## config.mk

```make
export PLATFORM = sky130hd
export DESIGN_NAME = first_fit_range_allocator_unit
export DESIGN_NICKNAME = d
export VERILOG_FILES = /design/src/hw/rtl/ffra_pkg.sv /design/src/hw/rtl/first_fit_range_allocator_unit.sv
export SDC_FILE = /design/constraint.sdc
export NUM_CORES = 1
export LEC_CHECK = 0
export ABC_AREA = 1
export BUFFER_PORTS_ARGS = -buffer_cell sky130_fd_sc_hd__buf_2
export CORE_MARGIN = 2
export CORE_UTILIZATION = 45
export DETAILED_ROUTE_END_ITERATION = 10
export GPL_ROUTABILITY_DRIVEN = 0
export SYNTH_ARGS = -nofsm -noshare
export SYNTH_HDL_FRONTEND = slang
export SYNTH_SLANG_ARGS = --single-unit
```

## constraint.sdc

```tcl
create_clock -name clk -period 3.5 [get_ports clk]
set_input_delay 0.7 -clock clk [delete_from_list [all_inputs] [get_ports clk]]
set_output_delay 0.7 -clock clk [all_outputs]
set_load 0.1 [all_outputs]
```

## src/hw/rtl/ffra_pkg.sv

```systemverilog
// Package for the first-fit range allocator.
// Holds the request and result payload types, opcodes and default sizes.
// No dependencies.
package ffra_pkg;

    localparam int NUM_UNITS_DEF = 64;
    localparam int CNT_W         = 7;

    localparam logic OP_ALLOC   = 1'b0;
    localparam logic OP_RELEASE = 1'b1;

    typedef struct packed {
        logic       opcode;
        logic [7:0] group_size;
        logic [5:0] release_start;
        logic [6:0] release_length;
    } ffra_in_t;

    typedef struct packed {
        logic       granted;
        logic [5:0] grant_start;
        logic [6:0] grant_length;
        logic [6:0] free_units;
    } ffra_out_t;

endpackage

```

## src/hw/rtl/first_fit_range_allocator_unit.sv

```systemverilog
// First-fit range allocator: top level, free map, scan and mark sequencer.
// Depends on ffra_pkg.
//
//   port        dir  handshake            payload
//   in_data     in   in_valid / in_ready  ffra_in_t   (allocate or release request)
//   out_data    out  out_valid/ out_ready ffra_out_t  (one result per request)
//
// One request is worked at a time; in_ready is high only while the sequencer idles.
// Allocate: accept, scan units for a free run (up to NUM_UNITS), mark each granted unit,
// leave the mark loop, post the result. Release: accept, mark each unit of the clipped
// range, leave the loop, post; an ignored release skips marking. The single-bit map port
// and shared free-count adder mark one unit per step. Reset frees every unit at once; a
// stalled output holds the sequencer in its final state until the result slot drains.
module first_fit_range_allocator_unit
    import ffra_pkg::*;
#(
    parameter int NUM_UNITS = NUM_UNITS_DEF
)
(
    input  logic      clk,
    input  logic      rst_n,
    input  logic      in_valid,
    output logic      in_ready,
    input  ffra_in_t  in_data,
    output logic      out_valid,
    input  logic      out_ready,
    output ffra_out_t out_data
);

    localparam int IDX_W = (NUM_UNITS > 1) ? $clog2(NUM_UNITS) : 1;

    localparam logic [1:0] ST_IDLE = 2'd0;
    localparam logic [1:0] ST_SCAN = 2'd1;
    localparam logic [1:0] ST_MARK = 2'd2;
    localparam logic [1:0] ST_DONE = 2'd3;

    logic [1:0]           state_reg, state_next;
    logic                 op_reg, op_next;
    logic [7:0]           need_reg, need_next;
    logic [IDX_W-1:0]     idx_reg, idx_next;
    logic [6:0]           run_reg, run_next;
    logic [IDX_W-1:0]     run_start_reg, run_start_next;
    logic [IDX_W-1:0]     ptr_reg, ptr_next;
    logic [6:0]           remain_reg, remain_next;
    logic                 g_reg, g_next;
    logic [5:0]           gs_reg, gs_next;
    logic [6:0]           gl_reg, gl_next;
    logic [NUM_UNITS-1:0] map_reg, map_next;
    logic [CNT_W-1:0]     cnt_reg, cnt_next;
    logic                 out_valid_reg, out_valid_next;
    ffra_out_t            out_data_reg, out_data_next;

    logic [6:0]           run_inc;
    logic [IDX_W-1:0]     start_cur;
    logic [6:0]           avail;
    logic [6:0]           rel_len;
    logic                 bit_cur;

    assign in_ready  = (state_reg == ST_IDLE);
    assign out_valid = out_valid_reg;
    assign out_data  = out_data_reg;

    always_comb
    begin
        state_next     = state_reg;
        op_next        = op_reg;
        need_next      = need_reg;
        idx_next       = idx_reg;
        run_next       = run_reg;
        run_start_next = run_start_reg;
        ptr_next       = ptr_reg;
        remain_next    = remain_reg;
        g_next         = g_reg;
        gs_next        = gs_reg;
        gl_next        = gl_reg;
        map_next       = map_reg;
        cnt_next       = cnt_reg;
        out_valid_next = out_valid_reg;
        out_data_next  = out_data_reg;

        run_inc   = run_reg + 7'd1;
        start_cur = (run_reg == 7'd0) ? idx_reg : run_start_reg;
        avail     = 7'(NUM_UNITS) - {1'b0, in_data.release_start};
        rel_len   = (in_data.release_length < avail) ? in_data.release_length : avail;
        bit_cur   = map_reg[ptr_reg];

        if (out_valid_reg && out_ready)
        begin
            out_valid_next = 1'b0;
        end

        case (state_reg)
            ST_IDLE:
            begin
                if (in_valid)
                begin
                    op_next  = in_data.opcode;
                    need_next = 8'(({1'b0, in_data.group_size} + 9'd1) >> 1);
                    idx_next = '0;
                    run_next = '0;
                    run_start_next = '0;
                    g_next   = 1'b0;
                    gs_next  = '0;
                    gl_next  = '0;
                    if (in_data.opcode == OP_ALLOC)
                    begin
                        state_next = ST_SCAN;
                    end
                    else if ({1'b0, in_data.release_start} >= 7'(NUM_UNITS) ||
                             in_data.release_length == 7'd0)
                    begin
                        // nothing left after clipping: ignore
                        state_next = ST_DONE;
                    end
                    else
                    begin
                        g_next      = 1'b1;
                        gs_next     = in_data.release_start;
                        gl_next     = rel_len;
                        ptr_next    = IDX_W'(in_data.release_start);
                        remain_next = rel_len;
                        state_next  = ST_MARK;
                    end
                end
            end

            ST_SCAN:
            begin
                if (map_reg[idx_reg])
                begin
                    run_next       = run_inc;
                    run_start_next = start_cur;
                    if ({1'b0, run_inc} >= need_reg)
                    begin
                        g_next      = 1'b1;
                        gs_next     = 6'(start_cur);
                        gl_next     = need_reg[6:0];
                        ptr_next    = start_cur;
                        remain_next = need_reg[6:0];
                        state_next  = ST_MARK;
                    end
                    else if (idx_reg == IDX_W'(NUM_UNITS - 1))
                    begin
                        state_next = ST_DONE;
                    end
                end
                else
                begin
                    run_next = '0;
                    if (idx_reg == IDX_W'(NUM_UNITS - 1))
                    begin
                        state_next = ST_DONE;
                    end
                end
                idx_next = idx_reg + IDX_W'(1);
            end

            ST_MARK:
            begin
                if (remain_reg == 7'd0)
                begin
                    state_next = ST_DONE;
                end
                else
                begin
                    // adjust the free count only when the bit really flips
                    if (bit_cur != op_reg)
                    begin
                        cnt_next = cnt_reg + ((op_reg == OP_RELEASE) ? 7'd1 : 7'h7F);
                    end
                    map_next[ptr_reg] = op_reg;
                    ptr_next    = ptr_reg + IDX_W'(1);
                    remain_next = remain_reg - 7'd1;
                end
            end

            ST_DONE:
            begin
                if (!out_valid_reg || out_ready)
                begin
                    out_valid_next             = 1'b1;
                    out_data_next.granted      = g_reg;
                    out_data_next.grant_start  = gs_reg;
                    out_data_next.grant_length = gl_reg;
                    out_data_next.free_units   = cnt_reg;
                    state_next                 = ST_IDLE;
                end
            end

            default:
            begin
                state_next = ST_IDLE;
            end
        endcase
    end

    always_ff @(posedge clk or negedge rst_n)
    begin
        if (!rst_n)
        begin
            state_reg     <= ST_IDLE;
            map_reg       <= '1;
            cnt_reg       <= CNT_W'(NUM_UNITS);
            out_valid_reg <= 1'b0;
        end
        else
        begin
            state_reg     <= state_next;
            map_reg       <= map_next;
            cnt_reg       <= cnt_next;
            out_valid_reg <= out_valid_next;
        end
    end

    always_ff @(posedge clk)
    begin
        op_reg        <= op_next;
        need_reg      <= need_next;
        idx_reg       <= idx_next;
        run_reg       <= run_next;
        run_start_reg <= run_start_next;
        ptr_reg       <= ptr_next;
        remain_reg    <= remain_next;
        g_reg         <= g_next;
        gs_reg        <= gs_next;
        gl_reg        <= gl_next;
        out_data_reg  <= out_data_next;
    end

endmodule

```

## After elaboration in Yosys (flattened, before gate mapping)

Index checks and enable logic that the tools add are counted.

- Add/sub/neg operators: 7
- $lt $le $gt $ge: 5
- Eq/ne operators: 13
- Mux-type cells: 57
- Bitwise operators: 1
- Reduce and logical (&&, ||, !) cells: 19

Operators with widths:

| cell | count |
|---|---|
| $mux W7 | 13 |
| $mux W6 | 12 |
| $bwmux W64 | 1 |
| $pmux W6 S2 | 3 |
| $pmux W7 S2 | 2 |
| $logic_not A7 Y1 | 3 |
| $pmux W7 S3 | 1 |
| $pmux W6 S3 | 1 |
| $lt A6 B7 Y1 const B | 2 |
| $mux W2 | 7 |
| $ne A2 B2 Y1 const B | 7 |
| $add A6 B1 Y6 const B | 2 |
| $bmux W1 S6 | 2 |
| $mux W1 | 12 |
| $add A8 B1 Y9 const B | 1 |
| $reduce_and A3 Y1 | 3 |
| $ge A7 B8 Y1 | 1 |
| $pmux W2 S4 | 1 |
| $reduce_and A2 Y1 | 4 |
| $add A7 B1 Y7 const B | 1 |
| $add A7 B7 Y7 | 1 |
| $lt A7 B7 Y1 | 1 |
| $reduce_and A7 Y1 | 1 |
| $sub A7 B1 Y7 const B | 1 |
| other kinds (17) | 19 |

- Register bits: 150
- Output and inout port bits: 23
- Word-level logic and storage cells: 120

## Depth between registers and ports, before layout

Gate-level depths: netlist (run 1).

- Depth after elaboration: 7
- Gate-level depth with buffers: 19
- Gate-level depth less buffers: 17

## Worst setup path after synthesis (run 1)

No wires, ideal clock.

- Path kind: reg2reg
- Start: register state_reg[0]
- End: register g_reg (enable)
- Setup time: 384 ps
- Arrival: 3,064 ps
- Data required time: 3,116 ps
- Slack: 52 ps
- Cell stages (with the launch flop): 6
- Cell sequence: dfrtp_1 -> inv_1 -> ha_1 -> o21ai_0 -> inv_1 -> nor2_1

- Cells in the longest elaborated chain, start to end: 3
- Elaborated cells between the ends (all ways): 7
- Classes of those cells: 4 x eq/ne; 3 x reduce/logical

Ends and longest elaborated chain:

| element | RTL line | source |
|---|---|---|
| start: declaration | first_fit_range_allocator_unit.sv:37 | `logic [1:0] state_reg, state_next;` |
| start signal: assignment | first_fit_range_allocator_unit.sv:208 | `state_reg <= state_next;` |
| $logic_not A2 Y1 * | n/a |  |
| named net in_ready | first_fit_range_allocator_unit.sv:23 | `output logic in_ready,` |
| $ne A2 B2 Y1 (no source line) / $reduce_bool A2 Y1 (equally long branches) | n/a |  |
| $reduce_and A4 Y1 (no source line) * | n/a |  |
| end signal: assignment | first_fit_range_allocator_unit.sv:224 | `g_reg <= g_next;` |
| end: declaration | first_fit_range_allocator_unit.sv:45 | `logic g_reg, g_next;` |

Mark *: on every way through the listed nets, which the timed path passes. The rest lies on a longest branch.
A chain may end at the register's enable or synchronous reset.

## Worst setup path after layout (run 1)

- Start: register run_reg[0]
- End: register ptr_reg[5] (enable)

- Cells in the longest elaborated chain, start to end: 4

Ends and longest elaborated chain:

| element | RTL line | source |
|---|---|---|
| start: declaration | first_fit_range_allocator_unit.sv:41 | `logic [6:0] run_reg, run_next;` |
| start signal: assignment | first_fit_range_allocator_unit.sv:220 | `run_reg <= run_next;` |
| $add A7 B1 Y7 | first_fit_range_allocator_unit.sv:81 | `run_inc = run_reg + 7'd1;` |
| named net run_inc[6] | first_fit_range_allocator_unit.sv:53 | `logic [6:0] run_inc;` |
| $ge A7 B8 Y1 | first_fit_range_allocator_unit.sv:133 | `if ({1'b0, run_inc} >= need_reg)` |
| $ne A2 B2 Y1 (no source line) | n/a |  |
| $reduce_and A7 Y1 (no source line) | n/a |  |
| end signal: assignment | first_fit_range_allocator_unit.sv:222 | `ptr_reg <= ptr_next;` |
| end: declaration | first_fit_range_allocator_unit.sv:43 | `logic [IDX_W-1:0] ptr_reg, ptr_next;` |

The timed path passes the listed nets, and every way through them passes these cells.

==> results of run 1 <==
logic make-up after synthesis:
logic type               synth area share, %
buffers and inverters                   8.00
AO/OA/AOI/OAI                           12.0
XOR/XNOR                                2.30
adder cells (fa/ha/maj)                 4.37
AND/OR/NAND/NOR                         25.2
flip-flops                              48.1
metal layers:
layer  part of all wire, %  global-route usage (%)
met5                     0                       0
met4                   1.8                    6.35
met2                    45                    34.2
met1                    47                    31.4
met3                   6.9                    4.77
per-stage QoR:
stage	hold WS (ps)	util [%]	std cells	power (mW)
6_report	418	51.1	1382	9.25
5_1_grt	430	51.1	1382	9.86
4_1_cts	421	51.1	1382	9.27
3_5_place_dp	405	48.1	1350	7.46
3_3_place_gp	404	48.1	1350	7.42
2_1_floorplan	400	-	1053	6.38
layout make-up:
| class | count | area [um2] | area share (%) |
|---|---|---|---|
| clock inverters | 15 | 158 | 1.60 |
| repair buffers | 62 | 345 | 3.50 |
| flip-flops and latches | 150 | 4220 | 42.8 |
| well taps | 265 | 332 | 3.36 |
| clock buffers | 17 | 425 | 4.32 |
| multi-input cells | 733 | 3840 | 39.0 |
| inverters | 140 | 538 | 5.46 |
worst reg2reg max path: stages (launching register included):
cell and delay, ps:
edfxtp_1 450, ha_1 240, nand2_1 60, inv_1 70, nand4_1 80, xor2_1 210
inv_1 70, ha_1 290, inv_1 50, nor3_1 230, nand4_1 120, nand4_1 120
nand2_1 90, nor3_1 140, buf_4 260
synth_stat cells, types with 10 or more instances:
cell      count
nand3_1      59
o21ai_1      24
nand4_1      11
nand2_1     302
edfxtp_1     76
o22ai_1      34
inv_1       131
dfstp_2      65
clkbuf_1     11
xor2_1       20
ha_1         29
nor3_1       10
a21oi_1      39
o21ai_0      77
buf_2        13
nor2_1       71
path summary, 6_finish.rpt:
path / from / endpoint / slack, ps / cells after the start
hold reg to reg: gs_reg[5] / out_data[19] / 420 / 0
min in group asynchronous: rst_n / map_reg[1] / 530 / 1
max in group asynchronous: rst_n / cnt_reg[6] / 2420 / 2
setup / recovery: run_reg[0] / ptr_reg[5] / 710 / 14
hold / removal: gs_reg[5] / out_data[19] / 420 / 0
setup reg to reg: run_reg[0] / ptr_reg[5] / 710 / 14
where the power goes:
group	total [mW]	internal (mW)	switching, mW
Sequential	3.33	2.84	0.492
Clock	1.80	0.950	0.846
Combinational	4.13	1.15	2.98
==> metrics.md, run 1 <==
| Metric | Value |
|---|---|
| Status | finished, final reports clean |
| Clock Sinks | 150 |
| Worst path bufs/invs | 4 |
| Post_cts resized | 0 |
| Fmax achieved | 358 MHz |
| Post-synth top area share | 26.1% |
| Commonest non-fill, non-tap cell in the layout | nand2_1 |
| Synth Cell Area | 8760 um2 |
| Synth area leaders | edfxtp_1, dfstp_2, nand2_1 |
| Hpwl dp | 15,700 um |
| WL/cell | 16.3 um |
| Register area share after synthesis | 48.1% |
| Critical Path Fanout Max | 13 |
| Asr flop ratio synth | 49.3% |
| Final Cell Area | 9860 um2 |
| Crit-path cells | ha_1 > nand2_1 > inv_1 > nand4_1 > xor2_1 > inv_1 > ha_1 > inv_1 > nor3_1 > nand4_1 > nand4_1 > nand2_1 > nor3_1 > buf_4 |
| Clk_lat worst skew | 430 ps |
| Nets | 1,160 |
| RSZ-0062 raised after global routing | no |
| First-pass GRT wire length | 34,800 um |
| Critical path type | reg -> reg |
| Final hold vios | 0 |
| Final count of pins violating max slew | 0 |
| Setup TNS | 0 ps |
| Antenna-violating nets left | 0 |
| Required time of the critical path | 3620 ps |
| P_leak | 4.03 nW |
| DRT Pass-1 Iters | 6 |
| Mean Syn Cell Area | 8.32 um2 |
| Root buffer cell | clkbuf_16 |
| Initial antenna violation count | 0 |
| H-tree depth | 4 |
| Ys flop type | edfxtp_1 |
| DRC marker count from the first detailed-route iteration | 779 |
| #FFs+latches synth | 150 |
| Area growth syn-to-layout | 12.6% |
| Synth area leader | edfxtp_1 |
| Path category of the worst min-delay check | reg -> reg |
| I/O pins | 49 |
| Fillers | 1,884 |
| Crit end category | flip-flop |
| Post-synth net total | 1,109 |
| Die area | 20,600 um2 |
| Vias | 7,183 |
| Row count | 51 |
| Number of flops mapped to enable cells by yosys | 76 |
| Clk_skew | 11.1 ps |
| Pwr Density | 939 nW/um2 |
| Port bufs | 48 |
| Ys Warns | 0 |
| Vias in the first global route | 6,532 |
| Critical path launch point type | flip-flop |
| Yosys cell types | 44 |
| Clock-pin slew on the worst setup and hold paths | 70 ps |
| Drt total wl | 22,500 um |
| Worst slew margin | 43.7% |
| Dpl ws | 600 ps |
| Die height | 143 um |
| Final setup vio count | 0 |
| CTS Buf Count | 17 |
| Commonest non-fill, non-tap cells in the layout | nand2_1, inv_1, o21ai_0, edfxtp_1, nor2_1 |
| Drc violations | 0 |
| Largest net degree at the start of global routing | 57 |
| Crit-path leading delay family | simple AND/OR/NAND/NOR gates |
| Setup bufs post-CTS | 0 |
| N_diodes | 0 |
| Worst-Margin Slew | 841 ps |
| GR Util All Layers | 22.1% |
| Worst VDD drop | 0.000464 V |
| Placed cell area | 9270 um2 |
| Slowest-stage cell, CP | edfxtp_1 |
| Share of cells above drive strength 1 | 18.2% |
| Setup WS post-layout | 706 ps |
| Post-layout min period | 2790 ps |
| CTS Hold Buffers Added | 0 |
| Worst EP arrival | 2910 ps |
| Max-capacitance violation count | 0 |
| Share of the cycle needed by the critical path after routing | 79.8% |
| Initial Util | 45.4% |
| Post-Synthesis Cells | 1,053 |
| Vias per inst | 5.20 |
| Clock tree buffer depth | 2 |
| CTS tree | yes |
| Worst path max stage delay | 450 ps |
| Remaining global-route overflow | 0 |
| Die Wd | 143 um |
| Core Area | 19,300 um2 |
| Max reg flops | 64 |
No activity file was read; power rests on OpenSTA's default activity.
==> run 2, diff against run 1 <==
==> constraint.sdc (replaced) <==
create_clock -name clk -period 2.6 [get_ports clk]
set_input_delay 0.52 -clock clk [delete_from_list [all_inputs] [get_ports clk]]
set_output_delay 0.52 -clock clk [all_outputs]
set_load 0.1 [all_outputs]
==> run 2 against run 1 <==
  * Count of clock-buffer cells in the layout did not move
  * Routed wire length rose by 2.4%
  * Utilization increased by 1.5 points
  * Clock power grew 39%
  * Combinational power up 46%
  * Sequential power grew 32%
  * Non-clock buffer count grew 26
==> metrics.md, run 2 (synthesis results as in run 1) <==
| Metric | Value |
|---|---|
| Nets | 1,186 (+2.2%) |
| RSZ-0062 raised after global routing | yes |
| CTS tree | yes |
| Register area | 4220 um2 (unchanged) |
| Vias | 7,315 (+1.8%) |
| Initial Util | 45.4% (unchanged) |
| Clk_skew | 14.6 ps (+3.50 ps) |
| Dpl ws | -57.4 ps (-658 ps) |
| I/O pins | 49 (unchanged) |
| Worst slew margin | 57.0% (+13 points) |
| Hpwl dp | 16,000 um (+2.4%) |
| Setup WS post-layout | 50.6 ps (-656 ps) |
| Max-capacitance violation count | 0 (unchanged) |
| Clock Sinks | 150 (unchanged) |
| Commonest non-fill, non-tap cell in the layout | nand2_1 |
| Worst VDD drop | 0.000688 V (+48%) |
| Final count of pins violating max slew | 0 (unchanged) |
| Clock-pin slew on the worst setup and hold paths | 80 ps (about the same) |
| Root buffer cell | clkbuf_16 |
| N_diodes | 0 (unchanged) |
| Share of the cycle needed by the critical path after routing | 98.1% (+18 points) |
| Max reg flops | 64 (unchanged) |
| DRT Pass-1 Iters | 5 (-1) |
| Drc violations | 0 (unchanged) |
| Drt total wl | 23,100 um (+2.4%) |
| Footprint of the multi-input gates | 3880 um2 (+1.0%) |
| Commonest non-fill, non-tap cells in the layout | nand2_1, inv_1, o21ai_0, edfxtp_1, nor2_1 |
| Setup TNS | 0 ps (unchanged) |
| Initial antenna violation count | 0 (unchanged) |
| Row count | 51 (unchanged) |
| Final hold vios | 0 (unchanged) |
| WL/cell | 16.4 um (+0.55%) |
| CTS Hold Buffers Added | 0 (unchanged) |
| Required time of the critical path | 2750 ps (-870 ps) |
| Pwr Density | 1280 nW/um2 (+36%) |
| Fillers | 1,840 (-2.3%) |
| Core Area | 19,300 um2 (unchanged) |
| Clock tree buffer depth | 2 (unchanged) |
| H-tree depth | 4 (unchanged) |
| Critical Path Fanout Max | 13 (unchanged) |
| Worst EP arrival | 2700 ps (-210 ps) |
| Post-layout min period | 2550 ps (-244 ps) |
| DRC marker count from the first detailed-route iteration | 729 (-6.4%) |
| Worst-Margin Slew | 646 ps (-196 ps) |
| Die area | 20,600 um2 (unchanged) |
| GR Util All Layers | 23.7% (+1.6 points) |
| Final setup vio count | 0 (unchanged) |
| Path category of the worst min-delay check | in -> async |
| P_leak | 4.19 nW (+3.9%) |
| Antenna-violating nets left | 0 (unchanged) |
| Fmax achieved | 392 MHz (+9.6%) |
| Clk_lat worst skew | 450 ps (+20 ps) |
| Crit end category | flip-flop |
| Share of cells above drive strength 1 | 20.9% (+2.7 points) |
| Port bufs | 48 (unchanged) |
| Critical path type | reg -> reg |
| Placed cell count | 1,375 (+1.9%) |
| Placed cell area | 9530 um2 (+2.8%) |
| Vias in the first global route | 6,993 (+7.1%) |
| Final Cell Area | 10,100 um2 (+3.0%) |
| Die height | 143 um (unchanged) |
| Die Wd | 143 um (unchanged) |
| Remaining global-route overflow | 0 (unchanged) |
| CTS Buf Count | 17 (unchanged) |
| Vias per inst | 5.20 (about the same) |
| Status | finished, final reports clean |
| Critical path launch point type | flip-flop |
| Non-Filler Instances | 1,408 (+1.9%) |
| First-pass GRT wire length | 37,200 um (+7.0%) |
| Area growth syn-to-layout | 15.9% |
| Largest net degree at the start of global routing | 57 (unchanged) |
[run 2: changes by cell type in the layout (fill, tap and decap cells not counted), moves of 2 or more]
cell	delta
buf_12	+3
buf_4	+24
ha_1	-2
ha_2	+2
inv_1	-2
inv_2	+2
inv_6	-4
inv_8	+4
nand2_1	-2
nand2_2	+2
nor3_1	-3
nor3_2	+2
[run 2: path summary, 6_finish.rpt]
path / from / to / slack (ps) / depth (start not counted)
min in group clk: in_data[21] / op_reg / 270 / 1
min: rst_n / cnt_reg[4] / 120 / 1
min reg2reg: gs_reg[4] / out_data[18] / 420 / 0
max: run_reg[1] / remain_reg[5] / 50 / 14
max in group asynchronous: rst_n / map_reg[35] / 1700 / 2
max reg2reg: run_reg[1] / remain_reg[5] / 50 / 14
[run 2: cell type report]
type	count	area share, %
inverter	140	5.30
timing repair buffer	88	5.72
clock buffer	17	4.19
tap	265	3.27
sequential	150	41.5
clock inverter	15	1.74
multi-input combinational	733	38.3
[run 2: layer usage]
layer / GRT usage, % / routed length (um)
met5: 0 / 0
met4: 5.73 / 310
met3: 5.36 / 1560
met2: 37.1 / 10500
met1: 33.5 / 10700
[run 2: through the flow]
step                      total power, mW  hold WS (ps)  util (%)
after global placement               10.4           405      49.5
after CTS                            12.9           136      52.6
final                                13.0           122      52.7
after floorplan                      8.65           224         -
after detailed placement             10.4           405      49.5
after global routing                 13.8           167      52.7
[run 2: power breakdown]
group	internal [mW]	total, mW	switching [mW]
clock network	1.30	2.50	1.20
logic	1.83	6.03	4.20
registers	3.82	4.41	0.598
total	6.95	13.0	6.00
[run 2: repair_timing]
item,in CTS,in global routing
buffers inserted,0,1
resized for setup,0,3
setup endpoints to repair,0,27
hold endpoints to repair,0,0
[run 2: worst max-delay path: stages (launching register included)]
cell and delay (ps):
edfxtp_1 420, ha_2 210, nand2_1 60, inv_2 50, nand2_1 60, xor2_1 180
inv_1 60, ha_1 290, nand2_2 60, nor3_2 170, nand4_1 90, nand4_1 100
nand2_2 100, nor3_4 230, buf_12 170
==> run 3, diff against run 2 <==
--- a/config.mk
+++ b/config.mk
@@ -11,6 +11,7 @@
 export CORE_UTILIZATION = 45
 export DETAILED_ROUTE_END_ITERATION = 10
 export GPL_ROUTABILITY_DRIVEN = 0
+export REMOVE_ABC_BUFFERS = 1
 export SYNTH_ARGS = -nofsm -noshare
 export SYNTH_HDL_FRONTEND = slang
 export SYNTH_SLANG_ARGS = --single-unit
==> constraint.sdc (replaced) <==
create_clock -name clk -period 2.6 [get_ports clk]
set_input_delay 0.13 -clock clk [delete_from_list [all_inputs] [get_ports clk]]
set_output_delay 0.13 -clock clk [all_outputs]
set_load 0.1 [all_outputs]
==> run 3 against run 2 <==
  * Count of clock-buffer cells in the layout unchanged
  * First-iteration DRC count shrank 0.14%
  * Non-clock buffer count is 4 higher
  * Highest routed layer unchanged
  * Final area increased by 0.40%
  * Power is 0.20% lower
  * Largest cell class unchanged
  * Utilization rose by 0.21 points
  * Sequential share of layout area decreased by 0.16 points
  * Critical path type unchanged
  * Register-to-register slack got worse by 30 ps
==> metrics.md, run 3 (synthesis results as in run 1) <==
| Metric | Value |
|---|---|
| Drc violations | 0 (unchanged) |
| Initial Util | 45.4% (unchanged) |
| Crit end category | flip-flop |
| Hpwl dp | 16,200 um (+0.71%) |
| Vias per inst | 5.27 (+1.4%) |
| Max reg flops | 64 (unchanged) |
| Root buffer cell | clkbuf_16 |
| Placed cell count | 1,371 (-0.29%) |
| I/O pins | 49 (unchanged) |
| Critical path type | reg -> reg |
| Row count | 51 (unchanged) |
| Clock tree buffer depth | 2 (unchanged) |
| Vias | 7,442 (+1.7%) |
| DRC marker count from the first detailed-route iteration | 728 (-0.14%) |
| Crit. Startpoint | run_reg[0] |
| Commonest non-fill, non-tap cell in the layout | nand2_1 |
| DRT Pass-1 Iters | 5 (unchanged) |
| Setup TNS | 0 ps (unchanged) |
| Fillers | 1,840 (unchanged) |
| Met1 wire length | 10,600 um (-0.62%) |
| Drt total wl | 23,000 um (-0.29%) |
| R2R setup slack | 20 ps (-30 ps) |
| Critical path launch point type | flip-flop |
| Vias in the first global route | 6,837 (-2.2%) |
| Core Area | 19,300 um2 (unchanged) |
| Final core utilization | 52.9% (+0.21 points) |
| Initial antenna violation count | 0 (unchanged) |
| First-pass GRT wire length | 36,600 um (-1.6%) |
| Area growth syn-to-layout | 16.4% |
| Clk_lat worst skew | 440 ps (about the same) |
| Worst slew margin | 43.0% (-14 points) |
| Max-capacitance violation count | 0 (unchanged) |
| Dpl ws | -44.0 ps (+13.4 ps) |
| Status | finished, final reports clean |
| RSZ-0062 raised after global routing | yes |
| Final Cell Area | 10,200 um2 (+0.40%) |
| H-tree depth | 4 (unchanged) |
| Worst-Margin Slew | 852 ps (+206 ps) |
| Clock-pin slew on the worst setup and hold paths | 80 ps (about the same) |
| Nets | 1,190 (+0.34%) |
| Share of cells above drive strength 1 | 20.8% (-0.073 points) |
| Crit path capture | remain_reg[4] |
| Clk_skew | 14.1 ps (-0.553 ps) |
| Required time of the critical path | 2760 ps (about the same) |
| Final hold vios | 0 (unchanged) |
| Clock Sinks | 150 (unchanged) |
| Met2 WL | 10,600 um (+0.80%) |
| Non-Filler Instances | 1,412 (+0.28%) |
| Setup WS post-layout | 22.5 ps (-28.1 ps) |
| Critical Path Fanout Max | 7 (-6) |
| Worst flop-to-flop path startpoint | run_reg[0] |
| CTS tree | yes |
| Largest net degree at the start of global routing | 58 (+1.8%) |
| RR Endpoint | remain_reg[4] |
| GR Util All Layers | 23.3% (-0.45 points) |
| Share of the cycle needed by the critical path after routing | 99.1% (+1.1 points) |
| Die height | 143 um (unchanged) |
| Fmax achieved | 388 MHz (-1.1%) |
| Die Wd | 143 um (unchanged) |
| WL/cell | 16.3 um (-0.57%) |
| P_leak | 4.21 nW (+0.39%) |
| WHS | 7.36 ps (-114 ps) |
| Path category of the worst min-delay check | in -> reg |
| Reg2reg path depth | 13 (-1) |
| Die area | 20,600 um2 (unchanged) |
| N_diodes | 0 (unchanged) |
| Tot Pwr | 12.9 mW (-0.20%) |
| Final setup vio count | 0 (unchanged) |
| Post-layout min period | 2580 ps (+28.1 ps) |
| Remaining global-route overflow | 0 (unchanged) |
| Antenna-violating nets left | 0 (unchanged) |
| Worst EP arrival | 2730 ps (+30 ps) |
| Highest routed metal layer | met4 |
| Pwr Density | 1270 nW/um2 (-0.59%) |
| CTS Buf Count | 17 (unchanged) |
| Final count of pins violating max slew | 0 (unchanged) |
| Placed cell area | 9430 um2 (-1.0%) |
| Routed wl met3 | 1420 um (-8.6%) |
| Port bufs | 48 (unchanged) |
| Commonest non-fill, non-tap cells in the layout | nand2_1, inv_1, o21ai_0, edfxtp_1, nor2_1 |
| Worst VDD drop | 0.000602 V (-13%) |
run 3: worst min-delay path by stage:
stage,startpoint,endpoint,slack (ps),cells after the start
2_1_floorplan,rst_n,cnt_reg[0],-170,0
3_3_place_gp,rst_n,state_reg[1],260,1
3_5_place_dp,rst_n,state_reg[0],260,1
4_1_cts,out_ready,out_valid,5,4
5_1_grt,in_data[15],need_reg[1],20,2
6_report,out_ready,out_valid,7,4
run 3: report_power, final:
group          leakage, nW  switching, mW  total, mW  internal (mW)
sequential            1.51          0.590       4.41           3.82
clock                0.293           1.17       2.47           1.30
combinational         2.40           4.22       6.05           1.83
run 3: layout make-up:
| class | instances | area, um2 | share of cell area [%] |
|---|---|---|---|
| multi-input cells | 733 | 3910 | 38.4 |
| clock buffers | 17 | 425 | 4.17 |
| repair buffers | 92 | 603 | 5.92 |
| flip-flops and latches | 150 | 4220 | 41.4 |
| well taps | 265 | 332 | 3.25 |
| inverters | 140 | 538 | 5.28 |
| clock inverters | 15 | 166 | 1.63 |
run 3: repair_timing:
action / in CTS / in global routing
endpoints found under the hold margin: 12 / 1
cloned: 1 / 0
pin swaps: 2 / 8
hold buffers: 5 / 1
endpoints found under the setup margin: 13 / 27
buffers inserted: 0 / 2
gates resized for setup: 7 / 13
run 3: routing by layer:
metal	up-vias	global-route usage [%]
li1	3659	-
met1	3504	33.5
met2	240	35.3
met3	39	4.83
met4	0	6.97
met5	-	0
run 3: worst max-delay path, cell delays in order (launching register included):
cell and delay, ps:
edfxtp_1 420, buf_6 150, nand3_2 70, nand3b_1 120, xor2_1 180, inv_1 90, ha_4 270, nand2_1 70
nor3_2 190, nand4_1 110, nand4_1 120, nand2_2 90, nor3_4 210, buf_6 180
